<file path="src/design/rv32i_subset_execute_defines.svh">
// Assertion macros shared by the execute block's modules.
`ifndef RV32I_SUBSET_EXECUTE_DEFINES_SVH
`define RV32I_SUBSET_EXECUTE_DEFINES_SVH

// Consequent must hold in the same cycle as the antecedent.
`define RVX_ASSERT_NOW(label, ck, rn, ante, cons, msg) \
	label: assert property (@(posedge ck) disable iff (!rn) (ante) |-> (cons)) \
		else $error(msg);

// Consequent must hold in the cycle after the antecedent.
`define RVX_ASSERT_NEXT(label, ck, rn, ante, cons, msg) \
	label: assert property (@(posedge ck) disable iff (!rn) (ante) |=> (cons)) \
		else $error(msg);

`endif

</file>
<file path="src/design/rvx_pkg.sv">
// Types, opcodes and status codes of the RV32I subset execute block.
package rvx_pkg;

	localparam int unsigned REG_COUNT = 32;
	localparam int unsigned RF_AW = 5;
	localparam int unsigned MEM_ADDR_W = 10;
	localparam logic [16:0] PLEN_RESET = 17'd1024;

	localparam logic [6:0] OPC_LOAD = 7'b0000011;
	localparam logic [6:0] OPC_STORE = 7'b0100011;
	localparam logic [6:0] OPC_RTYPE = 7'b0110011;
	localparam logic [6:0] OPC_BRANCH = 7'b1100011;
	localparam logic [6:0] OPC_ITYPE = 7'b0010011;

	localparam logic [2:0] F3_ADD = 3'b000;
	localparam logic [2:0] F3_AND = 3'b111;
	localparam logic [2:0] F3_OR = 3'b110;
	localparam logic [2:0] F3_WORD = 3'b010;
	localparam logic [2:0] F3_BEQ = 3'b000;

	localparam logic [6:0] F7_BASE = 7'b0000000;
	localparam logic [6:0] F7_ALT = 7'b0100000;

	localparam logic [1:0] ST_OK = 2'd0;
	localparam logic [1:0] ST_UNSUPPORTED = 2'd1;
	localparam logic [1:0] ST_BAD_TARGET = 2'd2;
	localparam logic [1:0] ST_BAD_ADDR = 2'd3;

	typedef struct packed {
		logic [15:0] next_pc;
		logic taken;
		logic reg_we;
		logic [RF_AW-1:0] rd;
		logic [31:0] result;
		logic mem_rd;
		logic mem_we;
		logic [MEM_ADDR_W-1:0] mem_address;
		logic [31:0] mem_wdata;
		logic [1:0] status;
	} exec_res_t;

endpackage

</file>
<file path="src/design/rvx_regfile.sv">
// Register file: two registered read ports, one write port, per-entry valid bits.
`include "rv32i_subset_execute_defines.svh"

module rvx_regfile (
	input logic clk,
	input logic arst_n,
	input logic re,
	input logic [rvx_pkg::RF_AW-1:0] raddr_a,
	input logic [rvx_pkg::RF_AW-1:0] raddr_b,
	input logic we,
	input logic [rvx_pkg::RF_AW-1:0] waddr,
	input logic [31:0] wdata,
	output logic [31:0] rdata_a,
	output logic [31:0] rdata_b
);

	logic [31:0] mem [rvx_pkg::REG_COUNT];
	logic [rvx_pkg::REG_COUNT-1:0] valid_q;
	logic [31:0] data_a_q;
	logic [31:0] data_b_q;
	logic valid_a_q;
	logic valid_b_q;

	always_ff @(posedge clk) begin
		if (we) begin
			mem[waddr] <= wdata;
		end
		if (re) begin
			data_a_q <= mem[raddr_a];
			data_b_q <= mem[raddr_b];
		end
	end

	always_ff @(posedge clk or negedge arst_n) begin
		if (!arst_n) begin
			valid_q <= '0;
			valid_a_q <= 1'b0;
			valid_b_q <= 1'b0;
		end else begin
			if (we) begin
				valid_q[waddr] <= 1'b1;
			end
			if (re) begin
				valid_a_q <= valid_q[raddr_a];
				valid_b_q <= valid_q[raddr_b];
			end
		end
	end

	assign rdata_a = valid_a_q ? data_a_q : 32'd0;
	assign rdata_b = valid_b_q ? data_b_q : 32'd0;

	`RVX_ASSERT_NEXT(a_rf_valid_set, clk, arst_n, we, valid_q[$past(waddr)], "Written entry not marked valid.")

endmodule

</file>
<file path="config.mk">
export PLATFORM = sky130hd
export DESIGN_NAME = rvx_regfile
export DESIGN_NICKNAME = d
export VERILOG_FILES = /design/src/design/rvx_pkg.sv /design/src/design/rvx_regfile.sv
export VERILOG_INCLUDE_DIRS = /design/src /design/src/design
export SDC_FILE = /design/constraint.sdc
export NUM_CORES = 1
export LEC_CHECK = 0
export BUFFER_PORTS_ARGS = -buffer_cell sky130_fd_sc_hd__buf_2
export CORE_ASPECT_RATIO = 0.7
export CORE_UTILIZATION = 57
export DETAILED_ROUTE_END_ITERATION = 10
export GPL_TIMING_DRIVEN = 0
export PLACE_DENSITY = 0.76
export SETUP_SLACK_MARGIN = 0.05
export SLEW_MARGIN = 20
export SYNTH_ARGS = -nofsm -noshare
export SYNTH_HDL_FRONTEND = slang
export SYNTH_SLANG_ARGS = --single-unit
</file>
<file path="constraint.sdc">
create_clock -name clk -period 1.8 [get_ports clk]
set_input_delay 0.09 -clock clk [delete_from_list [all_inputs] [get_ports clk]]
set_output_delay 0.09 -clock clk [all_outputs]
set_load 0.05 [all_outputs]
</file>
==> out/metrics.yaml <==
hold_class: "input pin to flop"
grt.total_usage_pct: 37.5
die_y_um: 252
finalSetupViolCount: 126
reg2regPathDepth: 3
vias: 29500
numCtsBuffers: 104
internal_power_w: 0.0443
end_kind: "flop"
clk_latency_ns: 0.72
cp.depth: 5
cts.path.max_buffers: 3
start_util_pct: 57.6
layout_min_cycle_time_ns: 2.10
fillCellCount: 5194
cts_tree: "built"
grt_pass1_vias: 29600
layout_setup_ws_ns: -0.302
wirelength_mm: 168
drv_slew: 0
peakVddDrop_uv: 736
max_freq_mhz: 476
dp_hpwl_mm: 108
io_buffers: 105
grt_setup_unrepaired: "true"
final_common_cell: "edfxtp_1"
seq_area_mm2: 0.0335
crit-reg2reg-capture: "data_a_q[6]"
dpl-instance-area_mm2: 0.0548
row_count: 91
regToRegSetupSlack_ns: -0.30
p_switching_w: 0.0144
synth_cells: 2212
post-route-period-util_pct: 117
worstHoldStart: "raddr_a[4]"
maxCapViolations: 0
crit_chain: "buf_2 -> clkbuf_1 -> mux4_2 -> mux4_2 -> mux2_4"
final_area_mm2: 0.0597
core_mm2: 0.0882
crit_buf_inv: 2
path_class: "input pin to flop"
drt_first_pass_iters: 5
grt_pass1_wl_mm: 230
final_antenna_net_count: 0
cts-root-buf: "clkbuf_16"
synth_fp_nets: 2263
die-width_um: 359
placed_cells: 3544
multi_input_area_mm2: 0.0171
min_to: "data_a_q[0]"
crit_path_max_fanout: 10
p_seq_share_pct: 50.5
violations: "setup timing"
switching_share_pct: 24.5
io_pins: 115
synth_cell_types: 28
syn_area_mm2: 0.0509
numClockSinks: 1122
hold_violations: 0
arrival_ns: 2.55
ys_warn_count: 0
critical_path.top_delay_family: "multiplexers"
critPathMaxStageDelay_ns: 0.87
cp.required_ns: 2.25
antenna_found_initial: 7
gr-total-overflow: 0
syn_to_final_growth_pct: 17.4
seq_area_frac_synth_pct: 65.9
p_leak_nw: 19.4
hold_depth: 2
worst_pin_slew_ns: 1.23
cp_slowest_cell: "clkbuf_1"
htree_levels: 3
syn_avg_cell_area_um2: 23.0
crit_top_cell: "mux4_2"
clkPwrFrac_pct: 37.2
pwr-share-comb_pct: 12.3
slew_headroom_pct: 18.3
layout_common_cells: "edfxtp_1, mux4_2, clkbuf_16"
drive_above_1_share_pct: 49.9
dieArea_mm2: 0.0905
post-route-drc-count: 0
clk_pin_slew_ns: 0.06
grt_max_degree: 43
worstSetupStartpointType: "input pin"
powerDensity_mw_per_mm2: 983
post_drt_via_cell_ratio: 7.78
fin_skew_ns: 0.0325
final_nets: 2590
synth-seq-cells: 1122
reg2reg_from: "mem[24][6]"
gp_congestion: 0.861
wl_per_cell_um: 44.2
drt-initial-drc-count: 5269
status: "finished, violations left"
fin_cells: 3798
==> worst reg2reg max path: stages, from the launching register on <==
cell      delay (ns)
edfxtp_1        0.45
mux4_2          0.52
mux4_2          0.59
mux2_4          0.30
==> worst max-delay path by stage <==
| stage | end | slack (ns) | start |
|---|---|---|---|
| after global placement | valid_q[14] | -3.24 | waddr[0] |
| after floorplan | mem[26][0] | -0.47 | waddr[0] |
| after CTS | data_a_q[6] | -0.23 | mem[27][6] |
| final | data_a_q[16] | -0.30 | raddr_a[1] |
| after global routing | data_b_q[9] | -0.30 | mem[14][9] |
| after detailed placement | data_a_q[20] | -1.77 | raddr_a[1] |
==> cell usage after synthesis <==
cell type	instances	area share, %
nand2b_1	4	0.049
a41oi_1	2	0.034
nand4_1	2	0.025
a311oi_1	1	0.017
nand3b_1	5	0.074
a22o_1	2	0.034
nand3_1	4	0.039
buf_2	48	0.47
a21oi_1	7	0.069
dfrtp_1	34	1.7
edfxtp_1	1088	64
or3_1	1	0.012
or3b_2	3	0.052
clkbuf_1	80	0.59
mux2i_1	32	0.63
mux4_2	640	28
or2_2	32	0.39
buf_1	20	0.15
and2_1	65	0.80
nor2_1	37	0.27
a31oi_1	3	0.037
a211oi_1	1	0.015
mux2_2	64	1.4
nor2b_1	4	0.049
and3_1	4	0.049
a22oi_1	4	0.059
buf_6	16	0.35
nand2_1	9	0.066
==> metrics by stage <==
step	worst slack (ns)	hold WS [ns]	util (%)	setup TNS [ns]	total power (W)
floorplan	-0.469	-0.206	-	-314.50	0.0338
global placement	-3.24	0.185	60.0	-2376.11	0.0359
detailed placement	-1.77	0.217	62.1	-464.12	0.0362
CTS	-0.233	0.0296	67.6	-17.54	0.0583
global route	-0.300	0.0576	67.7	-18.76	0.0596
finish	-0.302	0.0987	67.7	-18.21	0.0587
==> cell families (layout without fill, tap and decap cells) <==
kind of cell | Yosys count | count (layout) | synth area share [%]
AO/OA/AOI/OAI | 20 | 20 | 0.266
buffers and inverters | 164 | 582 | 1.56
flip-flops | 1122 | 1122 | 65.9
multiplexers | 736 | 736 | 30.4
other | 0 | 6 | 0
AND/OR/NAND/NOR | 170 | 170 | 1.88
==> power groups by stage <==
stage	clock (W)	combinational [W]	sequential [W]
after floorplan	0	0.00381	0.0300
after global placement	0	0.00577	0.0302
after detailed placement	0	0.00602	0.0302
after CTS	0.0218	0.00694	0.0296
after global routing	0.0226	0.00732	0.0297
final	0.0218	0.00721	0.0297
==> final cells by class <==
| cell class | count | area share (%) |
|---|---|---|
| flip-flops and latches | 1122 | 56.1 |
| plain buffers | 163 | 1.80 |
| repair buffers | 222 | 5.44 |
| well taps | 1162 | 2.43 |
| clock buffers | 138 | 4.68 |
| diodes | 6 | 0.0251 |
| multi-input cells | 926 | 28.7 |
| clock inverters | 59 | 0.804 |
==> flip-flops by register name (all words and copies together), names as in the netlist <==
signal	count
mem	1024
valid_a_q	1
valid_q	32
data_b_q	32
valid_b_q	1
data_a_q	32
==> repair_timing <==
item,4_1_cts,5_1_grt
endpoints found under the setup margin,148,150
buffers inserted,11,3
hold buffers,34,0
pin swaps,3,2
gates cloned,5,1
hold endpoints to repair,1093,0
gates resized for setup,386,44
==> layer usage <==
layer  track usage [%]  vias up  routed length [um]
met3              13.9      592               27000
met5                 0        -                  33
met2              55.1     2976               75500
met1              49.8    15500               55200
met4              18.7        4               10300
li1                  -    10500                   -
(Power assumes the default switching activity.)
