File: config.mk
export PLATFORM = sky130hd
export DESIGN_NAME = rvx_exec
export DESIGN_NICKNAME = d
export VERILOG_FILES = /design/src/design/rv32i_subset_execute_defines.svh /design/src/design/rvx_pkg.sv /design/src/design/rvx_exec.sv
export SDC_FILE = /design/constraint.sdc
export NUM_CORES = 1
export LEC_CHECK = 0
export CELL_PAD_IN_SITES_DETAIL_PLACEMENT = 0
export CELL_PAD_IN_SITES_GLOBAL_PLACEMENT = 1
export CORE_MARGIN = 2
export CORE_UTILIZATION = 51
export DETAILED_ROUTE_END_ITERATION = 16
export DONT_BUFFER_PORTS = 1
export GPL_TIMING_DRIVEN = 1
export PLACE_DENSITY_LB_ADDON = 0.1
export SLEW_MARGIN = 25
export SYNTH_ARGS = -nofsm -noshare
export SYNTH_HDL_FRONTEND = slang
export SYNTH_SLANG_ARGS = --single-unit
File: constraint.sdc
create_clock -name vclk -period 12.05
set_input_delay 0.6025 -clock vclk [all_inputs]
set_output_delay 0.6025 -clock vclk [all_outputs]
set_load 0.01 [all_outputs]
File: src/design/rv32i_subset_execute_defines.svh
// Assertion macros shared by the execute block's modules.
`ifndef RV32I_SUBSET_EXECUTE_DEFINES_SVH
`define RV32I_SUBSET_EXECUTE_DEFINES_SVH

// Consequent must hold in the same cycle as the antecedent.
`define RVX_ASSERT_NOW(label, ck, rn, ante, cons, msg) \
	label: assert property (@(posedge ck) disable iff (!rn) (ante) |-> (cons)) \
		else $error(msg);

// Consequent must hold in the cycle after the antecedent.
`define RVX_ASSERT_NEXT(label, ck, rn, ante, cons, msg) \
	label: assert property (@(posedge ck) disable iff (!rn) (ante) |=> (cons)) \
		else $error(msg);

`endif

File: src/design/rvx_pkg.sv
// Types, opcodes and status codes of the RV32I subset execute block.
package rvx_pkg;

	localparam int unsigned REG_COUNT = 32;
	localparam int unsigned RF_AW = 5;
	localparam int unsigned MEM_ADDR_W = 10;
	localparam logic [16:0] PLEN_RESET = 17'd1024;

	localparam logic [6:0] OPC_LOAD = 7'b0000011;
	localparam logic [6:0] OPC_STORE = 7'b0100011;
	localparam logic [6:0] OPC_RTYPE = 7'b0110011;
	localparam logic [6:0] OPC_BRANCH = 7'b1100011;
	localparam logic [6:0] OPC_ITYPE = 7'b0010011;

	localparam logic [2:0] F3_ADD = 3'b000;
	localparam logic [2:0] F3_AND = 3'b111;
	localparam logic [2:0] F3_OR = 3'b110;
	localparam logic [2:0] F3_WORD = 3'b010;
	localparam logic [2:0] F3_BEQ = 3'b000;

	localparam logic [6:0] F7_BASE = 7'b0000000;
	localparam logic [6:0] F7_ALT = 7'b0100000;

	localparam logic [1:0] ST_OK = 2'd0;
	localparam logic [1:0] ST_UNSUPPORTED = 2'd1;
	localparam logic [1:0] ST_BAD_TARGET = 2'd2;
	localparam logic [1:0] ST_BAD_ADDR = 2'd3;

	typedef struct packed {
		logic [15:0] next_pc;
		logic taken;
		logic reg_we;
		logic [RF_AW-1:0] rd;
		logic [31:0] result;
		logic mem_rd;
		logic mem_we;
		logic [MEM_ADDR_W-1:0] mem_address;
		logic [31:0] mem_wdata;
		logic [1:0] status;
	} exec_res_t;

endpackage

File: src/design/rvx_exec.sv
// Decode and execute of one instruction word: ALU, address check, branch resolution.
module rvx_exec #(
	parameter int unsigned DATA_WORDS = 1024
) (
	input logic [31:0] instruction,
	input logic [31:0] op_a,
	input logic [31:0] op_b,
	input logic [15:0] pc,
	input logic [16:0] program_length,
	output logic [31:0] access_addr,
	output rvx_pkg::exec_res_t res
);

	localparam logic [31:0] DW32 = 32'(DATA_WORDS);

	logic [6:0] opc;
	logic [4:0] rd;
	logic [2:0] f3;
	logic [6:0] f7;
	logic [31:0] imm_i;
	logic [31:0] imm_s;
	logic [31:0] addr_sum;
	logic addr_ok;
	logic signed [12:0] bimm;
	logic signed [12:0] brounded;
	logic [10:0] off;
	logic [17:0] tgt;
	logic tgt_ok;
	logic [15:0] next_seq;
	logic wr;
	logic [31:0] val;

	assign opc = instruction[6:0];
	assign rd = instruction[11:7];
	assign f3 = instruction[14:12];
	assign f7 = instruction[31:25];
	assign imm_i = {{20{instruction[31]}}, instruction[31:20]};
	assign imm_s = {{20{instruction[31]}}, instruction[31:25], instruction[11:7]};
	assign addr_sum = op_a + ((opc == rvx_pkg::OPC_STORE) ? imm_s : imm_i);
	assign addr_ok = addr_sum < DW32;
	assign access_addr = addr_sum;

	// The branch offset is the byte offset divided by four, rounded toward zero.
	assign bimm = {instruction[31], instruction[7], instruction[30:25],
		instruction[11:8], 1'b0};
	assign brounded = bimm[12] ? (bimm + 13'sd3) : bimm;
	assign off = brounded[12:2];
	assign tgt = {2'b00, pc} + {{7{off[10]}}, off};
	assign tgt_ok = !tgt[17] && !tgt[16] && ({1'b0, tgt[15:0]} < program_length);
	assign next_seq = pc + 16'd1;

	always_comb begin
		res = '0;
		res.next_pc = next_seq;
		res.status = rvx_pkg::ST_OK;
		wr = 1'b0;
		val = 32'd0;
		case (opc)
			rvx_pkg::OPC_RTYPE: begin
				if (f7 == rvx_pkg::F7_BASE && f3 == rvx_pkg::F3_ADD) begin
					val = op_a + op_b;
					wr = 1'b1;
				end else if (f7 == rvx_pkg::F7_ALT && f3 == rvx_pkg::F3_ADD) begin
					val = op_a - op_b;
					wr = 1'b1;
				end else if (f7 == rvx_pkg::F7_BASE && f3 == rvx_pkg::F3_AND) begin
					val = op_a & op_b;
					wr = 1'b1;
				end else if (f7 == rvx_pkg::F7_BASE && f3 == rvx_pkg::F3_OR) begin
					val = op_a | op_b;
					wr = 1'b1;
				end else begin
					res.status = rvx_pkg::ST_UNSUPPORTED;
				end
			end
			rvx_pkg::OPC_ITYPE: begin
				if (f3 == rvx_pkg::F3_ADD) begin
					val = op_a + imm_i;
					wr = 1'b1;
				end else if (f3 == rvx_pkg::F3_AND) begin
					val = op_a & imm_i;
					wr = 1'b1;
				end else if (f3 == rvx_pkg::F3_OR) begin
					val = op_a | imm_i;
					wr = 1'b1;
				end else begin
					res.status = rvx_pkg::ST_UNSUPPORTED;
				end
			end
			rvx_pkg::OPC_LOAD: begin
				if (f3 != rvx_pkg::F3_WORD) begin
					res.status = rvx_pkg::ST_UNSUPPORTED;
				end else if (!addr_ok) begin
					res.status = rvx_pkg::ST_BAD_ADDR;
				end else begin
					wr = 1'b1;
					res.mem_rd = 1'b1;
					res.mem_address = addr_sum[rvx_pkg::MEM_ADDR_W-1:0];
				end
			end
			rvx_pkg::OPC_STORE: begin
				if (f3 != rvx_pkg::F3_WORD) begin
					res.status = rvx_pkg::ST_UNSUPPORTED;
				end else if (!addr_ok) begin
					res.status = rvx_pkg::ST_BAD_ADDR;
				end else begin
					res.mem_we = 1'b1;
					res.mem_wdata = op_b;
					res.mem_address = addr_sum[rvx_pkg::MEM_ADDR_W-1:0];
				end
			end
			rvx_pkg::OPC_BRANCH: begin
				if (f3 != rvx_pkg::F3_BEQ) begin
					res.status = rvx_pkg::ST_UNSUPPORTED;
				end else if (op_a == op_b) begin
					if (tgt_ok) begin
						res.taken = 1'b1;
						res.next_pc = tgt[15:0];
					end else begin
						res.status = rvx_pkg::ST_BAD_TARGET;
					end
				end
			end
			default: begin
				res.status = rvx_pkg::ST_UNSUPPORTED;
			end
		endcase
		res.reg_we = wr && (rd != 5'd0);
		res.rd = res.reg_we ? rd : 5'd0;
		res.result = res.reg_we ? val : 32'd0;
	end

endmodule
==> flow_results.org <==
** CTS
- Count of buffers added by post-CTS timing repair for setup :: 0
- In this run, post-CTS repair resized a total of 0 instances.
- Hold repair after CTS inserted 0 buffers.

** Yosys
- Synth warnings :: 0
- Mean post-synth cell area :: 6.51 sq um
- The largest total area in the synthesized netlist belongs to ha_1.
- Distinct cell type count of the synthesized netlist :: 90
- In this run the cell area of the synthesized design comes to 11700 sq um.
- After synthesis, the cell types taking the most area are ha_1, nor2_1, a21oi_1.
- After synthesis, the largest area contributor takes up 21.2% of total cell area.
- The number of nets in the synthesized netlist is 2127.
- Summing the sequential cell areas from Yosys gives 0% of the chip area.
- Instance count of the mapped netlist :: 1795

** Power
- In this run the power density over the cells is 46.2 nW/um^2.
- Peak ir drop on the vdd network :: 29.0 uV
- Static leakage :: 4.95 nW
- Overall power consumption after layout is estimated at 0.000541 W.

** Flow run
- Max-capacitance violation count :: 0

** Placement
- Half-perimeter wire length of the detailed placement result :: 37400 um
- The congestion estimate from routability-driven global placement came to 0.988.
- In this run the tool buffered the top-level ports with 0 buffer cells.
- OpenSTA, run right after detailed placement, puts the worst setup slack at 5.16 ns.

** Global routing
- Wire length of the first global-routing pass :: 69200 um
- Entering global routing, the biggest net connects 101 pins.
- Summed over all layers, the global routing overflow is 0.
- The number of antenna violations at the first check in global routing came to 0.
- For this run, the total global-route usage over all layers was measured as 36.0%.
- The via count of the first global-routing pass was 12100.

** Floorplan
- For this configuration, the core starts out at a cell density of 51.7%.
- The die covers 24100 sq um.
- Ports :: 262
- Die H :: 155 um
- Placeable core region :: 22600 sq um
- Die X :: 155 um
- Number of cell rows :: 55

** Timing
- The worst path in the final design needs a cycle of 7.02 ns, including I/O delays and setup.
- Count of final hold-check violations :: 0
- Unrepaired setup endpoints after global routing :: no
- Total negative slack :: 0 ns
- Dividing the final minimum period by the clock period gives 58.2%.
- Worst Slack Setup Final :: 5.03 ns
- Derived from the worst setup path, the maximum achievable clock frequency is 142 MHz.
- At the pin with the least slew margin, the transition time is 1.09 ns.
- Total of endpoints with negative setup slack in the final report :: 0
- Final Slew Violations :: 0
- On the final layout, the worst hold slack is 1.29 ns.
- Slew Limit Headroom :: 26.4%

** Setup path
- Data on the critical path arrives at its endpoint at 6.42 ns.
- STA classifies the critical path endpoint as an output port.
- The worst setup path is launched from a primary input.
- Along the worst path, the maximum fanout reaches 20.
- STA puts the critical path data required time at 11.45 ns.
- The setup path with the least slack is of type in -> out.

** Final layout
- Synth-to-Final Area Change :: 0.172%
- Antenna diode instance count :: 0
- Clock buffer cells :: 0
- Sequential cell area :: 0 sq um
- There are 0 flip-flops and latches.
- Ratio of cells with drive above 1 in the final layout :: 4.56%
- After the last flow step, the layout net total stands at 2044.

** Drt
- Using the TritonRoute via totals, the vias-per-cell ratio works out to 6.58.
- Detailed Routing Iterations Pass 1 :: 7
- Detailed Route Iter0 Violations :: 943
- Dividing the detail-routed wire length by the instance count gives 22.9 um.
- Final Routed Wirelength :: 45700 um
- Antenna-violating nets left :: 0
- Routed vias :: 13100
- In the routed design, unresolved DRC markers number 0.

** Worst hold path
- Class of the tightest hold or removal check :: in -> out

** Outcome
- The flow ran to the end, and the final reports show no timing, DRC or antenna violations.
[cell families (layout without fill, tap and decap cells)]
| kind of cell | after synthesis | in the layout | synth area share (%) |
|---|---|---|---|
| adders and majority gates | 203 | 203 | 22.1 |
| and+or+nand+nor | 631 | 631 | 26.3 |
| buffers and inverters | 240 | 155 | 8.39 |
| xor gates and xnor gates | 112 | 112 | 8.40 |
| muxes | 22 | 22 | 2.06 |
| AOI/OAI and AO/OA | 587 | 587 | 32.8 |
[stage by stage]
stage	instance area (sq um)	std cells	util (%)
after detailed placement	11700	1995	51.8
after floorplan	11700	1795	-
after global placement	11700	1995	51.8
after CTS	11700	1995	51.8
after global routing	11700	1995	51.8
final	11700	1995	51.8
[cell type report]
cell class                      instances  area (sq um)
Timing Repair Buffer                    9          67.6
Fill cell                            2402         10900
Inverter                              146           548
Tap cell                              285           357
Multi-Input combinational cell       1555         10700
[cell usage in the layout (no fill, tap or decap), types with 16 or more instances in the layout]
master / Yosys / routed
a31oi_1: 17 / 17
mux2_2: 16 / 16
nor2_1: 219 / 217
inv_1: 144 / 144
o211ai_1: 30 / 30
or3_1: 22 / 22
ha_1: 198 / 198
o22ai_1: 16 / 16
a21o_1: 31 / 31
nand2_1: 153 / 153
nand2b_1: 16 / 16
xor2_1: 29 / 29
o21a_1: 16 / 16
and2_1: 50 / 50
nor3_1: 37 / 35
nand3_1: 30 / 30
o21bai_1: 19 / 19
o21ai_0: 129 / 129
nand4_1: 24 / 24
a211oi_1: 42 / 42
a21oi_1: 158 / 158
xnor2_1: 83 / 83
[worst max-delay path, stage by stage]
cell	delay (ns)
nor2_1	0.10
nand3_1	0.20
nor3_1	0.34
and2_1	0.45
o21ai_0	0.14
ha_1	0.25
fa_1	0.43
a21oi_1	0.23
o22ai_1	0.16
o211ai_1	0.36
a21boi_0	0.20
or3_1	0.37
a2111oi_2	0.37
o2111ai_1	0.31
nor4_4	0.75
o21ai_4	0.36
buf_4	0.38
a21oi_1	0.38
[where the power goes]
part | internal [W] | leakage [nW] | switching [W]
sequential | 0 | 0 | 0
combinational | 0.000197 | 4.95 | 0.000344
clock | 0 | 0 | 0
total | 0.000197 | 4.95 | 0.000344
[Yosys cell counts, types with 19 or more instances]
| cell type | instances |
|---|---|
| a211oi_1 | 42 |
| a21o_1 | 31 |
| a21oi_1 | 158 |
| and2_1 | 50 |
| clkbuf_1 | 64 |
| ha_1 | 198 |
| inv_1 | 144 |
| nand2_1 | 153 |
| nand3_1 | 30 |
| nand4_1 | 24 |
| nor2_1 | 219 |
| nor3_1 | 37 |
| o211ai_1 | 30 |
| o21ai_0 | 129 |
| o21bai_1 | 19 |
| or3_1 | 22 |
| xnor2_1 | 83 |
| xor2_1 | 29 |
[final timing paths]
| kind | to | slack (ns) | start | cells past startpoint |
|---|---|---|---|---|
| worst max-delay path | res[54] | 5.03 | instruction[3] | 18 |
| worst min-delay path | res[45] | 1.29 | instruction[5] | 1 |
[layer usage]
layer	vias up	GRT usage (%)	share of wire, %
li1	6236	-	-
met1	6158	43.8	40
met2	626	63.4	47
met3	105	6.66	8.8
met4	0	12.7	4.5
met5	-	0	0
Note: power is estimated with default switching activity, not from simulation.
